**config.mk**
```make
export PLATFORM = sky130hd
export DESIGN_NAME = psdp_divider
export DESIGN_NICKNAME = d
export VERILOG_FILES = /design/src/rtl/psdp_pkg.sv /design/src/rtl/psdp_divider.sv
export SDC_FILE = /design/constraint.sdc
export NUM_CORES = 1
export LEC_CHECK = 0
export BUFFER_PORTS_ARGS = -buffer_cell sky130_fd_sc_hd__buf_2
export CORE_AREA = 2 2 123 125
export DETAILED_ROUTE_END_ITERATION = 8
export DIE_AREA = 0 0 125 127
export PLACE_DENSITY = 0.74
export SKIP_CTS_REPAIR_TIMING = 1
export SLEW_MARGIN = 25
export SYNTH_ARGS = -nofsm -noshare
export SYNTH_HDL_FRONTEND = slang
export SYNTH_SLANG_ARGS = --single-unit
```
**constraint.sdc**
```tcl
create_clock -name clk -period 7.7 [get_ports clk]
set_clock_uncertainty 0.1 [all_clocks]
set_input_delay 0.385 -clock clk [delete_from_list [all_inputs] [get_ports clk]]
set_output_delay 0.385 -clock clk [all_outputs]
set_load 0.02 [all_outputs]
```
**src/rtl/psdp_pkg.sv**
```systemverilog
// Package for the diffraction pixel phasor-sum block: widths, limits,
// register indexes, FSM state type and the CORDIC arctangent table. No dependencies.
`default_nettype none
package psdp_pkg;
    localparam int GRID_MAX   = 256;
    localparam int PHASE_BITS = 16;
    localparam int GW         = $clog2(GRID_MAX + 1);
    localparam logic [22:0] AMP_LIMIT = 23'd4194304;

    localparam logic [2:0] REG_CENTER_X   = 3'd0;
    localparam logic [2:0] REG_CENTER_Y   = 3'd1;
    localparam logic [2:0] REG_RADIUS     = 3'd2;
    localparam logic [2:0] REG_STEP       = 3'd3;
    localparam logic [2:0] REG_HEIGHT_SQ  = 3'd4;
    localparam logic [2:0] REG_PHASE_RATE = 3'd5;

    typedef enum logic [3:0] {
        ST_IDLE, ST_SIDE, ST_POINT, ST_INSIDE, ST_DIST, ST_SQRT,
        ST_PHASE, ST_CORDIC, ST_ACC, ST_NEXT, ST_AMP_SQ, ST_AMP_SQRT,
        ST_INT_DIV, ST_DONE
    } psdp_state_t;

    typedef struct packed {
        logic        start;
        logic [63:0] value;
    } psdp_sqrt_req_t;

    function automatic logic [31:0] atan_turns(input logic [3:0] i);
        case (i)
            4'd0:  atan_turns = 32'd536870912;
            4'd1:  atan_turns = 32'd316933406;
            4'd2:  atan_turns = 32'd167458907;
            4'd3:  atan_turns = 32'd85004756;
            4'd4:  atan_turns = 32'd42667332;
            4'd5:  atan_turns = 32'd21354465;
            4'd6:  atan_turns = 32'd10679838;
            4'd7:  atan_turns = 32'd5340245;
            4'd8:  atan_turns = 32'd2670163;
            4'd9:  atan_turns = 32'd1335087;
            4'd10: atan_turns = 32'd667544;
            4'd11: atan_turns = 32'd333772;
            4'd12: atan_turns = 32'd166886;
            4'd13: atan_turns = 32'd83443;
            4'd14: atan_turns = 32'd41721;
            default: atan_turns = 32'd20861;
        endcase
    endfunction
endpackage
`default_nettype wire

```
**src/rtl/psdp_divider.sv**
```systemverilog
// Iterative unsigned restoring divider, 64/32, one quotient bit per cycle.
// Depends on psdp_pkg.
`default_nettype none
module psdp_divider (
    input  wire logic        clk,
    input  wire logic        rst_n,
    input  wire logic        start,
    input  wire logic [63:0] dividend,
    input  wire logic [31:0] divisor,
    output logic             done,
    output logic [63:0]      quotient
);
    import psdp_pkg::*;

    logic [63:0] q_reg, q_next;
    logic [32:0] r_reg, r_next;
    logic [31:0] d_reg, d_next;
    logic [6:0]  cnt_reg, cnt_next;
    logic        busy_reg, busy_next;
    logic [32:0] sh;

    always_comb
    begin
        q_next = q_reg; r_next = r_reg; d_next = d_reg;
        cnt_next = cnt_reg; busy_next = busy_reg;
        sh = {r_reg[31:0], q_reg[63]};
        if (start)
        begin
            q_next = dividend; r_next = 33'd0; d_next = divisor;
            cnt_next = 7'd0; busy_next = 1'b1;
        end
        else if (busy_reg)
        begin
            if (sh >= {1'b0, d_reg})
            begin
                r_next = sh - {1'b0, d_reg};
                q_next = {q_reg[62:0], 1'b1};
            end
            else
            begin
                r_next = sh;
                q_next = {q_reg[62:0], 1'b0};
            end
            cnt_next  = cnt_reg + 7'd1;
            busy_next = (cnt_reg != 7'd63);
        end
    end

    always_ff @(posedge clk or negedge rst_n)
    begin
        if (!rst_n)
        begin
            busy_reg <= 1'b0;
            cnt_reg  <= 7'd0;
        end
        else
        begin
            busy_reg <= busy_next;
            cnt_reg  <= cnt_next;
        end
    end

    always_ff @(posedge clk)
    begin
        q_reg <= q_next; r_reg <= r_next; d_reg <= d_next;
    end

    assign done     = busy_reg && (cnt_reg == 7'd63);
    assign quotient = q_next;
endmodule
`default_nettype wire

```
* Yosys cells after proc, flatten, opt, wreduce, memory -nomap -nowiden
Cells that the tools add are included.
** Storage, ports and cells
- Bits in registers :: 136
- Input bits :: 99
- Output and inout bits :: 65
- Word-level logic and storage cells :: 20
** Operators by class
- $add $sub $neg :: 2
- Order comparisons :: 1
- Eq/ne operators :: 2
- Mux-type cells :: 8
- Reductions and logical operators :: 2
** Operator list (number)
- 64-bit two-way mux :: 2
- 33-bit by 32-bit greater-or-equal comparator with 1-bit output :: 1
- 32-bit two-way mux :: 1
- 32-bit subtractor :: 1
- 7-bit two-way mux :: 2
- 7-bit by 1-bit adder with 7-bit output (second input constant) :: 1
- 7-bit by 6-bit == test with 1-bit output (second input constant) :: 1
- 7-bit by 6-bit != test with 1-bit output (second input constant) :: 1
- 1-bit two-way mux :: 3
- 2-bit nonzero test :: 1
- 1-bit logical AND :: 1

* Logic depth before layout (Yosys ltp)
Gate-level depths: netlist (run 1).
- Depth in word-level cells :: 4
- Mapped depth :: 13
- Gate-level depth less buffers :: 12

* Worst setup path after synthesis (run 1)
No wires, ideal clock.
- Kind :: register to output
- Start point :: register d_reg[15]
- End point :: output port quotient[0]
- Data arrival time :: 2.695 ns
- Data required time :: 7.215 ns
- Setup slack :: 4.520 ns
- Stages on the path, launching flop included :: 12
- Buffers on the path :: 2
- Path through :: edfxtp_1 -> inv_1 -> ha_1 -> buf_2 -> nand4_1 -> nor4_1 -> nand4_1 -> and3_1 -> a32oi_4 -> clkbuf_1 -> mux2i_1 -> o21ai_0
** Between the ends
- Cells in the longest elaborated chain, start to end :: 4
** RTL lines
- start, declared :: line psdp_divider.sv:17 : logic [31:0] d_reg, d_next;
- start signal, assigned :: line psdp_divider.sv:65 : q_reg <= q_next; r_reg <= r_next; d_reg <= d_next;
- 33-bit by 32-bit greater-or-equal comparator with 1-bit output :: line psdp_divider.sv:34 : if (sh >= {1'b0, d_reg})
- 1-bit two-way mux :: line psdp_divider.sv:34
- 64-bit two-way mux :: line psdp_divider.sv:32 : else if (busy_reg)
- 64-bit two-way mux :: line psdp_divider.sv:27 : if (start)
- end, declared :: line psdp_divider.sv:11 : output logic [63:0] quotient
No other way between the ends.

* Final worst setup path (run 1)
- Start point :: register d_reg[6]
- End point :: output port quotient[0]
The elaborated chain is that of the path after synthesis.

==> results.sh, run 1 <==
export IMPL_place_hpwl_um=12200
export IMPL_yosys_register_bits=136
export IMPL_syn_avg_cell_area_um2=8.88
export IMPL_power_leakage_nw=4.41
export IMPL_maxCapViolations=0
export IMPL_ys_flop_type="dfxtp_1"
export IMPL_max_freq_mhz=266
export IMPL_rr_startpoint="q_reg[63]"
export IMPL_initialDrtViolationCount=414
export IMPL_ys_top_cells_by_area="dfxtp_1, edfxtp_1, mux2i_1, nand2_1, o21ai_0"
export IMPL_netlist_instances=811
export IMPL_drv_slew=0
export IMPL_grt_util_all_layers_pct=21.9
export IMPL_max_stage_delay_ns=0.41
export IMPL_min_period_ns=3.76
export IMPL_comb_power_share_pct=34.2
export IMPL_relSlewSlack_pct=36.9
export IMPL_numCtsBuffers=17
export IMPL_cts_sinks=136
export IMPL_async_reset_ff_share_pct=5.88
export IMPL_die_h_um=127
export IMPL_largest_reg_flops=64
export IMPL_vdd_drop_max_v=0.000177
export IMPL_cp_cell_sequence="inv_1, ha_1, nand2_1, a211oi_2, nor2_1, o211ai_2, o211ai_2, a32oi_4, buf_4, mux2i_1, o21ai_0, buf_2"
export IMPL_io_buffers=163
export IMPL_cp_slowest_cell="buf_4"
export IMPL_cp_data_arrival_time_ns=3.28
export IMPL_synth_most_common_cell="nand2_1"
export IMPL_required_ns=7.21
export IMPL_syn_area_um2=7200
export IMPL_switchingPower_uw=924
export IMPL_rsz0062_at_grt="no"
export IMPL_crit_top_cell="o211ai_2"
export IMPL_die_area_um2=15900
export IMPL_syn_nets=944
export IMPL_power_internal_mw=1.67
export IMPL_fin_ws_ns=3.94
export IMPL_hold_path_class="input port to flop"
export IMPL_swShare_pct=35.7
export IMPL_htree_levels=4
export IMPL_cts_tree="built"
export IMPL_finalCritPeriodShare_pct=48.9
export IMPL_critPathLaunch="d_reg[6]"
export IMPL_finalSetupViolations=0
export IMPL_cts_buffer_depth=2
export IMPL_grt_pass1_vias=5931
export IMPL_viasPerCell=5.42
export IMPL_cts_root_buf="clkbuf_16"
export IMPL_clk_pin_slew_ns=0.06
export IMPL_synth_top_cell_area_share_pct=26.7
export IMPL_power_density_nw_per_um2=298
export IMPL_startpoint_type="flop"
export IMPL_finalSetupTns_ns=0
export IMPL_num_fill_cells=1302
export IMPL_reg2reg_depth=12
export IMPL_gp_congestion=0.867
export IMPL_drt_wl_total_um=17300
export IMPL_r2r_end="r_reg[28]"
export IMPL_antenna_cells=0
export IMPL_rows=44
export IMPL_die_w_um=125
export IMPL_synth_edf_count=32
export IMPL_core_um2=14400
export IMPL_ios=164
export IMPL_layout_drive_gt1_share_pct=21.5
export IMPL_routedWlPerCell_um=15.1
export IMPL_ant_nets=0
export IMPL_crit_path_max_fanout=36
export IMPL_crit_type="flop to primary output"
export IMPL_hold_violations=0
export IMPL_dr_pass1_iters=5
export IMPL_synth_commonest_cells="nand2_1, dfxtp_1, o21ai_0"
export IMPL_vias=6223
export IMPL_ys_warn_count=0
export IMPL_syn_to_final_growth_pct=20.7
export IMPL_start_util_pct=49.9
export IMPL_place_ws_ns=4.40
export IMPL_yosysTopAreaCell="dfxtp_1"
export IMPL_drc=0
export IMPL_r2r_slack_ns=4.46
export IMPL_endpoint_kind="primary output"
export IMPL_final_nets=1084
export IMPL_final_core_util_pct=60.2
export IMPL_grt_max_degree=101
export IMPL_ys_seq_area_share_pct=42.8
export IMPL_grt_pass1_wl_um=28400
export IMPL_antenna_found_initial=2
export IMPL_clk_latency_ns=0.42
export IMPL_crit_path_end="quotient[0]"
export IMPL_status="finished, final reports clean"
export IMPL_synth_cell_types=53
export IMPL_seqPwrFrac_pct=35.0
export IMPL_worstMarginPinSlew_ns=0.946
export IMPL_whs_ns=0.0377
export IMPL_power_frac_clock_pct=30.7
export IMPL_grt_overflow=0
## through the flow
stage                     std cells  power (mW)  area (um^2)
after floorplan                 811        1.57         7200
after global placement         1115        1.78         8090
after detailed placement       1115        1.79         8090
after CTS                      1147        2.59         8680
after global routing           1148        2.75         8690
final                          1148        2.59         8690
## critical path: cells and delay by family, from the launching register on
family / cells / cell delay (ns)
buf+inv: 3 / 0.65
flops: 1 / 0.32
simple gates: 2 / 0.26
mux: 1 / 0.13
compound gates: 5 / 1.14
fa+ha+maj: 1 / 0.35
## cells in the final DEF, fill, tap and decap left out, types with 4 or more instances in the layout
master     synthesis  layout
nor2b_1            4       4
clkbuf_16          0      19
edfxtp_1          32      32
a21o_1            15      15
nand2b_1          10      10
dfrtp_1            8       7
o21bai_1           5       5
a211o_1            4       4
o211ai_1           4       4
nor3_1             9       9
mux2i_1           68      68
ha_1              33      33
a31oi_1            5       5
a21oi_1           42      42
dfxtp_1           96      96
inv_1             38      38
buf_2              7     162
nand4_1            8       8
xor2_1            14      14
o21a_1             6       6
nor2_1            52      52
o21ai_0           84      84
a311oi_1          23      23
nand2_1          130     130
nand3b_1           4       4
nand3_1           15      15
and3_1             6       6
xnor2_1           13      13
## final cells by class
| class | instances | area, um^2 | share of cell area [%] |
|---|---|---|---|
| clock buffer | 22 | 507 | 5.83 |
| clock inverter | 10 | 76.3 | 0.879 |
| inverter | 40 | 150 | 1.73 |
| multi-input combinational | 589 | 3780 | 43.5 |
| sequential | 136 | 3090 | 35.5 |
| tap | 184 | 230 | 2.65 |
| timing repair buffer | 167 | 855 | 9.84 |
## how the worst min path moves through the flow
stage / from / cells after the start / to / slack (ns)
after global routing: divisor[25] / 1 / d_reg[25] / 0.03
after floorplan: rst_n / 0 / busy_reg / -0.01
after global placement: rst_n / 1 / cnt_reg[2] / 0.14
final: divisor[4] / 1 / d_reg[4] / 0.04
after detailed placement: rst_n / 1 / cnt_reg[0] / 0.14
after CTS: rst_n / 1 / cnt_reg[1] / -0.30
## power by group through the flow
stage | Sequential (mW) | Clock, mW | Combinational (mW)
after floorplan | 0.902 | 0 | 0.673
after global placement | 0.916 | 0 | 0.862
after detailed placement | 0.919 | 0 | 0.871
after CTS | 0.907 | 0.806 | 0.879
after global routing | 0.922 | 0.839 | 0.986
final | 0.907 | 0.795 | 0.886
## kinds of logic after synthesis
group / synth area share, %
simple gates: 15.1
compound gates: 18.4
fa+ha+maj: 6.01
xor+xnor: 3.29
flops: 42.8
buf+inv: 4.62
mux: 9.77
## metal layers
metal	GRT usage [%]	wire, um	up-vias
li1	-	-	3168
met1	26.2	7700	2859
met2	37.7	8260	169
met3	7.71	1120	23
met4	5.56	195	4
met5	0	21	-
Power figures use the tool's default switching activity.
==> inputs of run 2 (changes only) <==
==> constraint.sdc (replaced) <==
create_clock -name clk -period 3.5 [get_ports clk]
set_clock_uncertainty 0.1 [all_clocks]
set_input_delay 0.175 -clock clk [delete_from_list [all_inputs] [get_ports clk]]
set_output_delay 0.175 -clock clk [all_outputs]
set_load 0.02 [all_outputs]
==> run 2 against run 1 <==
Compared with the run above:
- non-clock buffer count rose by 102
- first-iteration DRC count fell by 4.1%
- count of clock-buffer cells in the layout fell by 2
- total power rose by 130%
- sequential share of layout area fell by 3.8 points
- sequential power rose by 120%
- final area rose by 12%
- combinational power rose by 130%
- routed wire length rose by 18%
- sequential cell count did not move
- largest cell class unchanged
- largest power group is now combinational cells
==> results.sh, run 2 (same netlist as run 1, synthesis figures left out) <==
export IMPL_grt_busiest_layer="met2"
export IMPL_cts_buffer_depth=2
export IMPL_crit_path_max_fanout=5
export IMPL_clk_pin_slew_ns=0.06
export IMPL_status="finished, final reports clean"
export IMPL_die_h_um=127
export IMPL_vdd_drop_max_v=0.000381
export IMPL_hold_violations=0
export IMPL_ios=164
export IMPL_ant_nets=0
export IMPL_rr_startpoint="q_reg[63]"
export IMPL_drv_slew=0
export IMPL_crit_type="flop to flop"
export IMPL_power_mw=5.85
export IMPL_antenna_found_initial=0
export IMPL_htree_levels=4
export IMPL_fin_ws_ns=0.263
export IMPL_final_nets=1186
export IMPL_syn_to_final_growth_pct=34.9
export IMPL_regArea_um2=3090
export IMPL_numCtsBuffers=17
export IMPL_power_leakage_nw=4.81
export IMPL_rows=44
export IMPL_largest_reg_flops=64
export IMPL_grt_util_met2_pct=39.2
export IMPL_grt_max_degree=102
export IMPL_max_freq_mhz=309
export IMPL_r2r_slack_ns=0.26
export IMPL_io_buffers=163
export IMPL_final_cell_count_no_fill=1251
export IMPL_viasPerCell=5.47
export IMPL_core_um2=14400
export IMPL_required_ns=3.73
export IMPL_grt_use_met3_pct=6.57
export IMPL_rsz0062_at_grt="no"
export IMPL_initialDrtViolationCount=397
export IMPL_placed_cell_area_um2=8140
export IMPL_relSlewSlack_pct=48.9
export IMPL_clk_latency_ns=0.42
export IMPL_layout_drive_gt1_share_pct=20.4
export IMPL_worstMarginPinSlew_ns=0.766
export IMPL_place_inst=1121
export IMPL_vias=6839
export IMPL_endpoint_kind="flop"
export IMPL_dr_pass1_iters=5
export IMPL_drt_wl_total_um=20500
export IMPL_cp_data_arrival_time_ns=3.47
export IMPL_mostFrequentLayoutCell="buf_2"
export IMPL_maxCapViolations=0
export IMPL_finalSetupViolations=0
export IMPL_die_area_um2=15900
export IMPL_grt_pass1_wl_um=28500
export IMPL_min_period_ns=3.24
export IMPL_final_area_um2=9710
export IMPL_finalCritPeriodShare_pct=92.5
export IMPL_layout_common_cells="buf_2, nand2_1, dlygate4sd3_1"
export IMPL_grt_overflow=0
export IMPL_grt_util_all_layers_pct=22.1
export IMPL_cts_root_buf="clkbuf_16"
export IMPL_hold_path_class="input port to asynchronous set/reset pin"
export IMPL_num_fill_cells=1093
export IMPL_place_ws_ns=0.401
export IMPL_finalSetupTns_ns=0
export IMPL_reg2reg_depth=12
export IMPL_multiInputGateArea_um2=3800
export IMPL_cts_tree="built"
export IMPL_cts_sinks=136
export IMPL_power_density_nw_per_um2=602
export IMPL_gp_congestion=0.913
export IMPL_place_hpwl_um=12600
export IMPL_r2r_end="r_reg[28]"
export IMPL_critPathLaunch="q_reg[63]"
export IMPL_routedWlPerCell_um=16.4
export IMPL_drc=0
export IMPL_die_w_um=125
export IMPL_startpoint_type="flop"
export IMPL_grt_use_met1_pct=26.0
export IMPL_start_util_pct=49.9
export IMPL_grt_pass1_vias=5989
[run 2: changes by cell type in the layout (fill, tap and decap cells not counted), sizes merged]
cell	previous run	this run
clkinv	5	6
buf	166	172
inv	45	43
bufinv	0	1
diode	0	1
dlygate4sd3	1	97
clkinvlp	0	2
clkbuf	22	20
[run 2: power by group]
part | switching, mW | internal [mW] | leakage [nW]
clock | 0.726 | 1.04 | 0.281
sequential | 0.163 | 1.84 | 1.22
combinational | 1.20 | 0.871 | 3.32
[run 2: through the flow]
step,hold slack [ns],util [%]
final,0.0358,67.3
after global routing,0.0488,67.3
after CTS,-0.523,60.5
after detailed placement,-0.0761,56.4
after global placement,-0.0735,56.4
after floorplan,-0.221,-
[run 2: worst max path at each step]
stage	endpoint	slack, ns	depth (start not counted)
after CTS	quotient[0]	0.17	11
after global routing	quotient[0]	0.03	11
after detailed placement	r_reg[28]	0.40	12
after global placement	r_reg[28]	0.39	12
after floorplan	q_reg[0]	0.53	11
final	r_reg[28]	0.26	12
[run 2: per-layer routing]
| layer | vias up | wire [um] |
|---|---|---|
| met5 | - | 0 |
| met4 | 0 | 385 |
| met3 | 42 | 1120 |
| met2 | 227 | 10500 |
| met1 | 3206 | 8510 |
| li1 | 3364 | - |
[run 2: cell type report]
cell class / instances / area share, %
Antenna cell: 1 / 0.0258
Clock buffer: 20 / 4.82
Clock inverter: 12 / 1.16
Inverter: 40 / 1.55
Multi-Input combinational cell: 589 / 39.1
Sequential cell: 136 / 31.8
Tap cell: 184 / 2.37
Timing Repair Buffer: 269 / 19.2
[run 2: critical path: stages (launching register included)]
cell	delay, ns
dfxtp_1	0.35
inv_1	0.08
ha_1	0.23
fa_1	0.42
nor2b_1	0.18
o21bai_1	0.10
a2111oi_0	0.43
nand2b_1	0.23
a31oi_1	0.24
a21oi_1	0.29
xor2_1	0.17
nand2_1	0.06
a311oi_1	0.26
