### src/rtl/psdp_pkg.sv
// Package for the diffraction pixel phasor-sum block: widths, limits,
// register indexes, FSM state type and the CORDIC arctangent table. No dependencies.
`default_nettype none
package psdp_pkg;
    localparam int GRID_MAX   = 256;
    localparam int PHASE_BITS = 16;
    localparam int GW         = $clog2(GRID_MAX + 1);
    localparam logic [22:0] AMP_LIMIT = 23'd4194304;

    localparam logic [2:0] REG_CENTER_X   = 3'd0;
    localparam logic [2:0] REG_CENTER_Y   = 3'd1;
    localparam logic [2:0] REG_RADIUS     = 3'd2;
    localparam logic [2:0] REG_STEP       = 3'd3;
    localparam logic [2:0] REG_HEIGHT_SQ  = 3'd4;
    localparam logic [2:0] REG_PHASE_RATE = 3'd5;

    typedef enum logic [3:0] {
        ST_IDLE, ST_SIDE, ST_POINT, ST_INSIDE, ST_DIST, ST_SQRT,
        ST_PHASE, ST_CORDIC, ST_ACC, ST_NEXT, ST_AMP_SQ, ST_AMP_SQRT,
        ST_INT_DIV, ST_DONE
    } psdp_state_t;

    typedef struct packed {
        logic        start;
        logic [63:0] value;
    } psdp_sqrt_req_t;

    function automatic logic [31:0] atan_turns(input logic [3:0] i);
        case (i)
            4'd0:  atan_turns = 32'd536870912;
            4'd1:  atan_turns = 32'd316933406;
            4'd2:  atan_turns = 32'd167458907;
            4'd3:  atan_turns = 32'd85004756;
            4'd4:  atan_turns = 32'd42667332;
            4'd5:  atan_turns = 32'd21354465;
            4'd6:  atan_turns = 32'd10679838;
            4'd7:  atan_turns = 32'd5340245;
            4'd8:  atan_turns = 32'd2670163;
            4'd9:  atan_turns = 32'd1335087;
            4'd10: atan_turns = 32'd667544;
            4'd11: atan_turns = 32'd333772;
            4'd12: atan_turns = 32'd166886;
            4'd13: atan_turns = 32'd83443;
            4'd14: atan_turns = 32'd41721;
            default: atan_turns = 32'd20861;
        endcase
    endfunction
endpackage
`default_nettype wire

### src/rtl/psdp_isqrt.sv
// Iterative 64-bit integer square root, one result bit per cycle.
// Depends on psdp_pkg.
`default_nettype none
module psdp_isqrt (
    input  wire logic                    clk,
    input  wire logic                    rst_n,
    input  wire psdp_pkg::psdp_sqrt_req_t req,
    output logic                         done,
    output logic [31:0]                  root
);
    import psdp_pkg::*;

    logic [63:0] rem_reg, rem_next;
    logic [31:0] root_reg, root_next;
    logic [33:0] part_reg, part_next;
    logic [5:0]  cnt_reg, cnt_next;
    logic        busy_reg, busy_next;
    logic [34:0] cand;
    logic [34:0] trial;

    // restoring digit recurrence: bring down two bits, try 4*root+1
    always_comb
    begin
        rem_next  = rem_reg;
        root_next = root_reg;
        part_next = part_reg;
        cnt_next  = cnt_reg;
        busy_next = busy_reg;
        cand      = 35'd0;
        trial     = 35'd0;
        if (req.start)
        begin
            rem_next  = req.value;
            root_next = 32'd0;
            part_next = 34'd0;
            cnt_next  = 6'd0;
            busy_next = 1'b1;
        end
        else if (busy_reg)
        begin
            // rem_reg holds the unconsumed radicand bits, top first
            cand  = {part_reg[32:0], rem_reg[63:62]};
            trial = {1'b0, root_reg, 2'b01};
            if (cand >= trial)
            begin
                part_next = 34'(cand - trial);
                root_next = {root_reg[30:0], 1'b1};
            end
            else
            begin
                part_next = cand[33:0];
                root_next = {root_reg[30:0], 1'b0};
            end
            rem_next  = {rem_reg[61:0], 2'b00};
            busy_next = (cnt_reg != 6'd31);
            cnt_next  = cnt_reg + 6'd1;
        end
    end

    always_ff @(posedge clk or negedge rst_n)
    begin
        if (!rst_n)
        begin
            busy_reg <= 1'b0;
            cnt_reg  <= 6'd0;
        end
        else
        begin
            busy_reg <= busy_next;
            cnt_reg  <= cnt_next;
        end
    end

    always_ff @(posedge clk)
    begin
        rem_reg  <= rem_next;
        root_reg <= root_next;
        part_reg <= part_next;
    end

    assign done = busy_reg && (cnt_reg == 6'd31);
    assign root = root_next;
endmodule
`default_nettype wire

### config.mk
export PLATFORM = sky130hd
export DESIGN_NAME = psdp_isqrt
export DESIGN_NICKNAME = d
export VERILOG_FILES = /design/src/rtl/psdp_pkg.sv /design/src/rtl/psdp_isqrt.sv
export SDC_FILE = /design/constraint.sdc
export NUM_CORES = 1
export LEC_CHECK = 0
export BUFFER_PORTS_ARGS = -buffer_cell sky130_fd_sc_hd__buf_2
export CAP_MARGIN = 40
export CORE_MARGIN = 2
export CORE_UTILIZATION = 63
export DETAILED_ROUTE_END_ITERATION = 12
export PLACE_DENSITY = 0.86
export SYNTH_ARGS = -nofsm -noshare
export SYNTH_HDL_FRONTEND = slang
export SYNTH_SLANG_ARGS = --single-unit
### constraint.sdc
create_clock -name clk -period 7.9 [get_ports clk]
set_input_delay 0.79 -clock clk [delete_from_list [all_inputs] [get_ports clk]]
set_output_delay 0.79 -clock clk [all_outputs]
set_load 0.01 [all_outputs]
== After elaboration in Yosys (flattened, before gate mapping) ==
Index checks and enable logic that the tools add are counted.
W data, S select, Z words.
Operators by class
  $add $sub $neg: 2
  order comparisons: 1
  equality and inequality tests: 2
  mux-type cells: 10
  reductions and logical operators: 2
Operators by type and width (count)
  $mux W64: 2
  $mux W32: 2
  $ge A35 B34 Y1: 1
  $mux W33: 1
  $sub A33 B33 Y33: 1
  $mux W6: 2
  $add A6 B1 Y6 const B: 1
  $eq A6 B5 Y1 const B: 1
  $ne A6 B5 Y1 const B: 1
  $mux W1: 3
  $reduce_bool A2 Y1: 1
  $logic_and A1 B1 Y1: 1
Word-level totals
  flip-flop bits (word level): 136
  input port bits: 67
  output and inout bits: 33
  logic and storage cells: 22

== Depth between registers and ports, before layout ==
Gate-level depths: netlist (run 1).
  depth after elaboration: 4
  mapped depth: 13
  gate-level depth less buffers: 10

== Worst setup path after synthesis (run 1) ==
No wires, ideal clock.
  path kind: register -> output
  from: register root_reg[9]
  to: output root[0]
  data arrival time: 2.793 ns
  data required time: 7.110 ns
  slack: 4.317 ns
  cell stages (with the launch flop): 13
  buffers on the path: 3
  cell sequence: dfxtp_1 > inv_1 > ha_1 > buf_2 > nand4_1 > a2111oi_2 > a211o_2 > o21ai_2 > o31a_1 > o31a_1 > buf_6 > buf_6 > a211oi_1
On the way
  longest elaborated chain between the ends: 4
RTL lines
  start, declared: line psdp_isqrt.sv:14  | logic [31:0] root_reg, root_next;
  start signal, assigned: line psdp_isqrt.sv:77  | root_reg <= root_next;
  $ge A35 B34 Y1: line psdp_isqrt.sv:44  | if (cand >= trial)
  $mux W1: line psdp_isqrt.sv:44
  $mux W32: line psdp_isqrt.sv:39  | else if (busy_reg)
  $mux W32: line psdp_isqrt.sv:31  | if (req.start)
  end, declared: line psdp_isqrt.sv:9  | output logic [31:0] root
Every way passes these cells.

== Worst setup path after layout (run 1) ==
  from: register root_reg[1]
  to: output root[0]
Same word-level chain as after synthesis.

==> results of run 1 <==
## cells by family (layout without fill, tap and decap cells)
kind of cell | Yosys count | after routing
compound gates | 158 | 158
xor+xnor | 29 | 29
fa+ha+maj | 35 | 35
buf+inv | 87 | 179
flops | 136 | 136
mux | 118 | 118
simple gates | 185 | 185
## per-stage QoR
| stage | setup slack [ns] | instances | utilization, % |
|---|---|---|---|
| 3_3_place_gp | 4.06 | 955 | 68.4 |
| 5_1_grt | 3.20 | 987 | 73.4 |
| 6_report | 3.39 | 987 | 73.4 |
| 3_5_place_dp | 3.92 | 955 | 68.4 |
| 2_1_floorplan | 4.32 | 748 | - |
| 4_1_cts | 3.44 | 987 | 73.4 |
## final cells by class
cell class | instances | area, sq um
multi-input cells | 525 | 3900
flip-flops and latches | 136 | 3400
clock buffers | 18 | 439
well taps | 147 | 184
fillers | 841 | 3180
inverters | 44 | 165
repair buffers | 103 | 528
clock inverters | 14 | 160
## worst max-delay path by stage
| stage | from | to | slack (ns) | cells after the start |
|---|---|---|---|---|
| floorplan | root_reg[9] | root[0] | 4.32 | 12 |
| global placement | root_reg[9] | root[0] | 4.06 | 10 |
| detailed placement | root_reg[1] | root[0] | 3.92 | 10 |
| CTS | root_reg[1] | root[0] | 3.44 | 10 |
| global route | root_reg[1] | root[0] | 3.20 | 10 |
| finish | root_reg[1] | root[0] | 3.39 | 10 |
## report_power, final
group	total (uW)	switching, uW	internal [uW]	leakage [uW]
Combinational	1560	879	677	0.00240
Clock	804	323	481	0.000287
Sequential	916	67.8	848	0.00130
Total	3280	1270	2010	0.00399
## metal layers
metal  vias up  share of wire [%]
li1       2907                  -
met1      2861                 42
met2       200                 50
met3        28                6.7
met4         0                1.8
met5         -                  0
## cells in the final DEF (no fill, tap or decap), types with 6 or more instances in the layout
cell and n:
a211oi_1 27, a21o_1 14, a21oi_1 32, and3_1 8
buf_2 98, clkbuf_16 17, dfrtp_1 6, dfxtp_1 65
edfxtp_1 64, ha_1 35, inv_1 44, inv_6 6
mux2_2 63, mux2i_1 54, nand2_1 27, nand3_1 11
nand4_1 12, nor2_1 93, nor3_1 7, o21ai_0 26
xnor2_1 20, xor2_1 9
## worst reg2reg max path, stage by stage, from the launching register on
cell,delay (ns)
dfxtp_1,0.37
inv_1,0.07
ha_1,0.35
o21ai_0,0.18
a2bb2oi_1,0.34
a211o_2,0.23
o21ai_2,0.10
o31a_1,0.37
o31ai_4,0.62
buf_4,0.39
mux2i_1,0.28
a211oi_1,0.12
==> results.ini, run 1 <==
[outcome]
status = completed

[synthesis]
avgSynthCellArea_sq_um = 10.2
syn_nets = 850
synth_top_family_by_area = multiplexers
synth_cell_types = 63
yosysTopAreaCellShare_pct = 25.1
synth_seq_area_share_pct = 44.4
yosysWarningCount = 0
netlist_instances = 748
synth-simple-area-share_pct = 11.1
ys.flop_type = dfxtp_1
netlist_area_sq_mm = 0.00766
synthMuxAreaShare_pct = 16.5
synth_xor_area_share_pct = 3.32
yosysMostFrequentCell = nor2_1
synthAdderAreaFrac_pct = 5.72
yosysTopAreaCell = edfxtp_1
synth_edf_count = 64
synthTopCellsByCount = nor2_1 (93), dfxtp_1 (65), edfxtp_1 (64)
synth_area_leaders = edfxtp_1 (25%), dfxtp_1 (17%), mux2_2 (9.3%)
synth_compound_area_share_pct = 14.3
ys_seq_elements = 136
ys_async_sr_fraction_pct = 5.15

[die]
dieWidth_um = 114
die_y_um = 114
core_area_sq_mm = 0.0120
start_util_pct = 64.0
ios = 100
rows = 40
die_area_sq_mm = 0.0131

[worst_setup_path]
crit_path_frequent_cell = o31a_1
reg2reg_depth = 11
rrSetupSlack_ns = 4.32
worstPathCellList = inv_1, ha_1, o21a_1, a2bb2oi_1, a211o_2, o21ai_2, o31a_1, o31a_1, a211oi_1, buf_2
reg2reg_to = part_reg[10]
arrival_ns = 3.72
path_max_fanout = 23
end_kind = output pin
crit_type = reg -> out
crit_family = compound AO/OA/AOI/OAI gates
cp_slowest_stage_delay_ns = 0.78
reg2reg_from = root_reg[0]
crit_buf_inv = 2
cp.required_ns = 7.11
worst_path_max_delay_cell = o31a_1
setup.worst_path.start_class = flop

[grt]
grt_max_degree = 79
grtUsageMet3_pct = 8.52
track_usage_pct = 27.9
met1_usage_pct = 33.9
antenna_found_initial = 0
overflow = 0
grt.busiest_layer = met2
grt_pass1_wl_um = 28600
grt_use_met2_pct = 47.5
grt_pass1_vias = 5959

[timing]
whs_ns = 0.196
tns_ns = 0
slew_headroom_pct = 38.8
rsz0062_at_grt = no
max_freq_mhz = 222
tightest_slew_ns = 0.918
fin_crit_sh_pct = 57.1
period_needed_ns = 4.51
slew_violations = 0
setup_violations = 0
hold_viol = 0
fin_worst_skew_ns = 0.00902

[worst_hold_path]
min_path_type = in -> async

[clocking]
root_buffer = clkbuf_16
clock_sink_count = 136
ctsResizeCount = 0
cts_post_setup_buffers_inserted = 0
clk_latency_ns = 0.42
cts_buffers = 17
cts.htree.levels = 4
tritoncts = yes
ctsHoldBuffers = 0
clock_path_buffers = 2
clkTransAtPathRegs_ns = 0.06

[route]
route.detailed.drc = 0
ant_nets = 0
drt_iter0_drc = 405
wl_per_cell_um = 17.8
vias_per_cell = 6.07
wl_um = 17600
vias = 5996
dr.pass1.iters = 5

[place]
numPortBuffers = 99
gp_congestion = 0.931
place_hpwl_um = 11900
place_area_sq_mm = 0.00818

[layout]
largest_register_ffs = 64
nNetsFinal = 929
antenna_cells = 0
area_growth_pct = 14.6
layout-drive-gt1-share_pct = 24.6
design_area_sq_mm = 0.00878

[power]
p_leak_uw = 0.00399
finalPower_uw = 3280
pwr_density_cell_mw_per_mm2 = 373
ir_drop_uv = 269

[job]
maxCapViolCount = 0

No activity file was read; power rests on OpenSTA's default activity.
==> run 2, diff against run 1 <==
--- a/config.mk
+++ b/config.mk
@@ -8,9 +8,9 @@
 export BUFFER_PORTS_ARGS = -buffer_cell sky130_fd_sc_hd__buf_2
 export CAP_MARGIN = 40
 export CORE_MARGIN = 2
-export CORE_UTILIZATION = 63
+export CORE_UTILIZATION = 58
 export DETAILED_ROUTE_END_ITERATION = 12
-export PLACE_DENSITY = 0.86
+export PLACE_DENSITY = 0.8
 export SYNTH_ARGS = -nofsm -noshare
 export SYNTH_HDL_FRONTEND = slang
 export SYNTH_SLANG_ARGS = --single-unit
==> constraint.sdc (replaced) <==
create_clock -name clk -period 4.7 [get_ports clk]
set_input_delay 0.47 -clock clk [delete_from_list [all_inputs] [get_ports clk]]
set_output_delay 0.47 -clock clk [all_outputs]
set_load 0.01 [all_outputs]
==> run 2 against run 1 <==
Non-clock buffer count is 3 higher. Critical path depth stayed put. Clock skew up 0.0072 ns. Via count rose by 0.48%. Design area rose by 0.76%. Routed wire length about the same. Clock power rose by 62%. Register-to-register slack got worse by 3.2 ns. Setup slack lost 2.9 ns. Combinational power increased by 68%. Power grew 66%.
==> results.ini, run 2 (synthesis gave the netlist of run 1 again) <==
[timing]
max_freq_mhz = 240
setup_violations = 0  ; unchanged
slew_violations = 0  ; unchanged
fin_worst_skew_ns = 0.0162  ; +0.00717 ns
fin_crit_sh_pct = 88.6
rsz0062_at_grt = no
hold_viol = 0  ; unchanged
tns_ns = 0  ; unchanged
setup_ws_ns = 0.535  ; -2.85 ns
slew_headroom_pct = 37.0  ; -1.8 points
tightest_slew_ns = 0.944  ; +0.0265 ns
period_needed_ns = 4.17

[worst_setup_path]
end_kind = output pin
cp.required_ns = 4.23  ; -2.88 ns
worstPathCellList = inv_1, ha_1, o21a_1, a2bb2oi_1, a211o_2, o21ai_2, o31a_1, o31a_1, a211oi_1, buf_2
reg2reg_to = part_reg[1]
rrSetupSlack_ns = 1.17  ; -3.15 ns
path_max_fanout = 23  ; unchanged
crit_path_frequent_cell = o31a_1
worst_path_max_delay_cell = o31a_1
crit_type = reg -> out
arrival_ns = 3.70  ; -0.02 ns
reg2reg_from = root_reg[1]
reg2reg_depth = 10  ; -1
cp_slowest_stage_delay_ns = 0.80  ; +0.02 ns
worstSetupStartpoint = root_reg[1]
setup.worst_path.start_class = flop
endpoint = root[0]

[power]
p_leak_uw = 0.00400  ; +0.37%
pwr_density_cell_mw_per_mm2 = 616  ; +65%
ir_drop_uv = 434  ; +61%

[layout]
final_util_pct = 69.2  ; -4.1 points
largest_register_ffs = 64  ; unchanged
final_cell_mix = buf_2 (98), nor2_1 (93), dfxtp_1 (65)
layout_commonest_cell = buf_2
nNetsFinal = 932  ; +0.32%
layoutNonFillerInstCount = 1015  ; +2.8%
antenna_cells = 0  ; unchanged
area_growth_pct = 15.5
layout-drive-gt1-share_pct = 24.7  ; +0.031 points

[grt]
grt_pass1_wl_um = 28800  ; +0.63%
track_usage_pct = 25.3  ; -2.6 points
overflow = 0  ; unchanged
grt_pass1_vias = 5935  ; -0.40%
antenna_found_initial = 0  ; unchanged
grt_max_degree = 73  ; -7.6%

[clocking]
ctsHoldBuffers = 1  ; +1
cts_buffers = 17  ; unchanged
ctsResizeCount = 0  ; unchanged
tritoncts = yes
clkTransAtPathRegs_ns = 0.06  ; about the same
clock_sink_count = 136  ; unchanged
clk_latency_ns = 0.43  ; about the same
cts_post_setup_buffers_inserted = 0  ; unchanged
root_buffer = clkbuf_16
cts.htree.levels = 4  ; unchanged
clock_path_buffers = 2  ; unchanged

[die]
die_y_um = 119  ; +4.1%
dieWidth_um = 119  ; +4.1%
ios = 100  ; unchanged
rows = 41  ; +2.5%
die_area_sq_mm = 0.0141  ; +8.3%
core_area_sq_mm = 0.0128  ; +6.8%
start_util_pct = 59.9  ; -4.1 points

[route]
ant_nets = 0  ; unchanged
dr.pass1.iters = 5  ; unchanged
route.detailed.drc = 0  ; unchanged
wl_per_cell_um = 17.3  ; -2.7%
drt_iter0_drc = 383  ; -5.4%
vias = 6025  ; +0.48%
wl_um = 17600  ; about the same
vias_per_cell = 5.94  ; -2.3%

[outcome]
status = completed

[job]
maxCapViolCount = 0  ; unchanged

[worst_hold_path]
min_path_type = in -> reg

[place]
numPortBuffers = 99  ; unchanged
gp_congestion = 0.999  ; +7.3%
numPlacedInstances = 982  ; +2.8%
dp_slack_ns = 1.05  ; -2.86 ns
place_hpwl_um = 12400  ; +4.0%

==> run 2: worst max-delay path: cells and delay by family, from the launching register on <==
family	cells	cell delay [ns]
buffers and inverters	2	0.26
AOI/OAI and AO/OA	7	2.29
DFF	1	0.35
adders and majority gates	1	0.37
==> run 2: metal layers <==
layer,global-route usage [%],vias up,part of all wire [%]
met5,0,-,0
met4,9.23,0,1.5
met3,6.80,24,6.6
met2,41.5,189,49
met1,32.0,2907,43
li1,-,2905,-
==> run 2: how the worst min path moves through the flow <==
stage | cells after the start | end | slack [ns] | from
2_1_floorplan | 0 | busy_reg | 0.17 | rst_n
3_3_place_gp | 1 | busy_reg | 0.31 | rst_n
3_5_place_dp | 1 | busy_reg | 0.32 | rst_n
4_1_cts | 2 | rem_reg[1] | 0.32 | req[1]
5_1_grt | 2 | rem_reg[1] | 0.32 | req[1]
6_report | 2 | rem_reg[1] | 0.33 | req[1]
==> run 2: area by class of cell <==
cell class / count / area, sq um
well taps: 172 / 215
inverters: 44 / 165
fillers: 951 / 3930
repair buffers: 106 / 586
multi-input cells: 525 / 3900
flip-flops and latches: 136 / 3400
clock inverters: 14 / 138
clock buffers: 18 / 439
==> run 2: stage by stage <==
step	hold WS (ns)	instance area, sq um	power [uW]
global route	0.324	8840	5790
detailed placement	0.317	8260	4110
floorplan	0.174	7660	3610
CTS	0.321	8840	5430
global placement	0.310	8210	4040
finish	0.334	8840	5450
==> run 2: where the power goes <==
group / switching (uW) / internal (uW) / leakage, uW
logic: 1480 / 1140 / 0.00243
registers: 113 / 1430 / 0.00130
clock network: 544 / 753 / 0.000274
==> run 3, diff against run 2 <==
==> constraint.sdc (replaced) <==
create_clock -name clk -period 4.1 [get_ports clk]
set_input_delay 0.41 -clock clk [delete_from_list [all_inputs] [get_ports clk]]
set_output_delay 0.41 -clock clk [all_outputs]
set_load 0.01 [all_outputs]
==> run 3 against run 2 <==
Sequential power increased by 14%. First-iteration DRC count increased by 0.52%. Clock skew decreased by 0.00076 ns. Via count decreased by 0.85%. Largest power group unchanged.
==> results.ini, run 3 (synthesis gave the netlist of run 1 again) <==
[worst_setup_path]
setup.worst_path.start_class = flop
path_max_fanout = 10  ; -57%
crit_buf_inv = 2  ; unchanged
cp_slowest_stage_delay_ns = 0.43  ; -0.37 ns
crit_type = reg -> out
crit_family = compound AO/OA/AOI/OAI gates
worstPathCellList = inv_1, ha_1, nand4_1, a2111oi_2, a211o_2, o21ai_2, o31a_1, o31a_1, a211oi_1, buf_2
crit_path_frequent_cell = o31a_1
end_kind = output pin
arrival_ns = 3.39  ; -0.31 ns
cp.required_ns = 3.69  ; -0.54 ns
worst_path_max_delay_cell = ha_1

[grt]
grt_pass1_wl_um = 28700  ; -0.29%
antenna_found_initial = 0  ; unchanged
grt_pass1_vias = 5925  ; -0.17%
track_usage_pct = 25.2  ; about the same
grt_max_degree = 78  ; +6.8%
overflow = 0  ; unchanged

[route]
route.detailed.drc = 0  ; unchanged
vias_per_cell = 5.88  ; -0.94%
ant_nets = 0  ; unchanged
drt_iter0_drc = 385  ; +0.52%
wl_per_cell_um = 17.0  ; -1.9%
wl_um = 17300  ; -1.8%
dr.pass1.iters = 5  ; unchanged
vias = 5974  ; -0.85%

[power]
pwr_density_cell_mw_per_mm2 = 710  ; +15%
ir_drop_uv = 601  ; +39%
clkPwrFrac_pct = 24.2  ; +0.4 points
switching_share_pct = 39.0  ; -0.15 points
cellInternalPower_uw = 3830  ; +15%
power_frac_seq_pct = 28.1  ; about the same
p_leak_uw = 0.00400  ; about the same
pwr-share-comb_pct = 47.7  ; -0.3 points
p_sw_uw = 2440  ; +15%

[place]
dp_slack_ns = 0.802  ; -0.252 ns
numPortBuffers = 99  ; unchanged
gp_congestion = 0.973  ; -2.7%
place_hpwl_um = 11900  ; -3.9%
numPlacedInstances = 983  ; +0.10%

[clocking]
root_buffer = clkbuf_16
cts.htree.levels = 4  ; unchanged
clock_sink_count = 136  ; unchanged
clk_latency_ns = 0.43  ; about the same
clkTransAtPathRegs_ns = 0.07  ; about the same
clock_path_buffers = 2  ; unchanged
cts_buffers = 17  ; unchanged
tritoncts = yes
cts_post_setup_buffers_inserted = 0  ; unchanged

[layout]
antenna_cells = 0  ; unchanged
largest_register_ffs = 64  ; unchanged
layout_commonest_cell = buf_2
area_growth_pct = 15.3
fill_cells = 974  ; +2.4%
final_cell_mix = buf_2 (98), nor2_1 (93), dfxtp_1 (65)
layoutNonFillerInstCount = 1016  ; +0.099%
layout-drive-gt1-share_pct = 25.0  ; +0.33 points
nNetsFinal = 933  ; +0.11%

[worst_hold_path]
min_path_type = in -> reg

[timing]
rsz0062_at_grt = no
tightest_slew_ns = 0.864  ; -0.0808 ns
period_needed_ns = 3.80
fin_crit_sh_pct = 92.7
slew_headroom_pct = 42.4  ; +5.4 points
slew_violations = 0  ; unchanged
setup_violations = 0  ; unchanged
max_freq_mhz = 263
fin_worst_skew_ns = 0.0154  ; -0.000763 ns
setup_ws_ns = 0.300  ; -0.234 ns
hold_viol = 0  ; unchanged
tns_ns = 0  ; unchanged

[die]
die_area_sq_mm = 0.0141  ; unchanged
rows = 41  ; unchanged
die_y_um = 119  ; unchanged
core_area_sq_mm = 0.0128  ; unchanged
start_util_pct = 59.9  ; unchanged
dieWidth_um = 119  ; unchanged
ios = 100  ; unchanged

[outcome]
status = completed

[job]
maxCapViolCount = 0  ; unchanged

-- run 3: layout make-up --
type / count / area, sq um / share of cell area [%]
flip-flops and latches: 136 / 3400 / 38.5
repair buffers: 107 / 561 / 6.35
clock inverters: 15 / 158 / 1.78
multi-input cells: 525 / 3910 / 44.2
well taps: 172 / 215 / 2.44
inverters: 44 / 165 / 1.87
clock buffers: 17 / 425 / 4.82
-- run 3: path summary, 6_finish.rpt --
kind	start	to	slack [ns]	cells past startpoint
setup / recovery	root_reg[9]	root[0]	0.30	10
hold / removal	req[1]	rem_reg[1]	0.28	2
setup reg to reg	root_reg[9]	part_reg[20]	0.83	11
hold reg to reg	part_reg[0]	part_reg[0]	0.50	2
max in group asynchronous	rst_n	busy_reg	3.54	2
min in group asynchronous	rst_n	busy_reg	0.38	2
-- run 3: routing by layer --
layer	global-route usage [%]	wire (um)	up-vias
met5	0	0	-
met4	8.63	297	0
met3	7.81	1140	34
met2	42.5	8420	186
met1	30.7	7390	2851
li1	-	-	2903
-- run 3: power groups by stage --
stage,combinational (uW),clock [uW],sequential (uW)
after floorplan,2400,0,1740
after global placement,2880,0,1780
after detailed placement,2920,0,1780
after CTS,2950,1550,1760
after global routing,3290,1600,1780
final,2990,1520,1760
-- run 3: timing repair --
| item | CTS | global route |
|---|---|---|
| hold buffers | 1 | 0 |
| gates resized for setup | 0 | 1 |
| hold endpoints to repair | 7 | 0 |
| endpoints found under the setup margin | 0 | 1 |
-- run 3: worst reg2reg max path, stage by stage (launching register included) --
cell       delay [ns]
dfxtp_1          0.36
inv_1            0.05
ha_1             0.43
nand4_1          0.19
a2111oi_2        0.32
a211o_2          0.19
o21ai_2          0.09
o31a_1           0.38
o31a_1           0.36
buf_4            0.23
or4b_1           0.55
nand2_1          0.07
-- run 3: through the flow --
stage	utilization (%)	total power (uW)	hold WS [ns]	area, sq um
finish	69.1	6270	0.276	8830
global route	69.1	6680	0.264	8830
CTS	69.1	6260	0.268	8830
detailed placement	64.5	4700	0.253	8230
global placement	64.5	4660	0.249	8230
floorplan	-	4130	0.114	7660
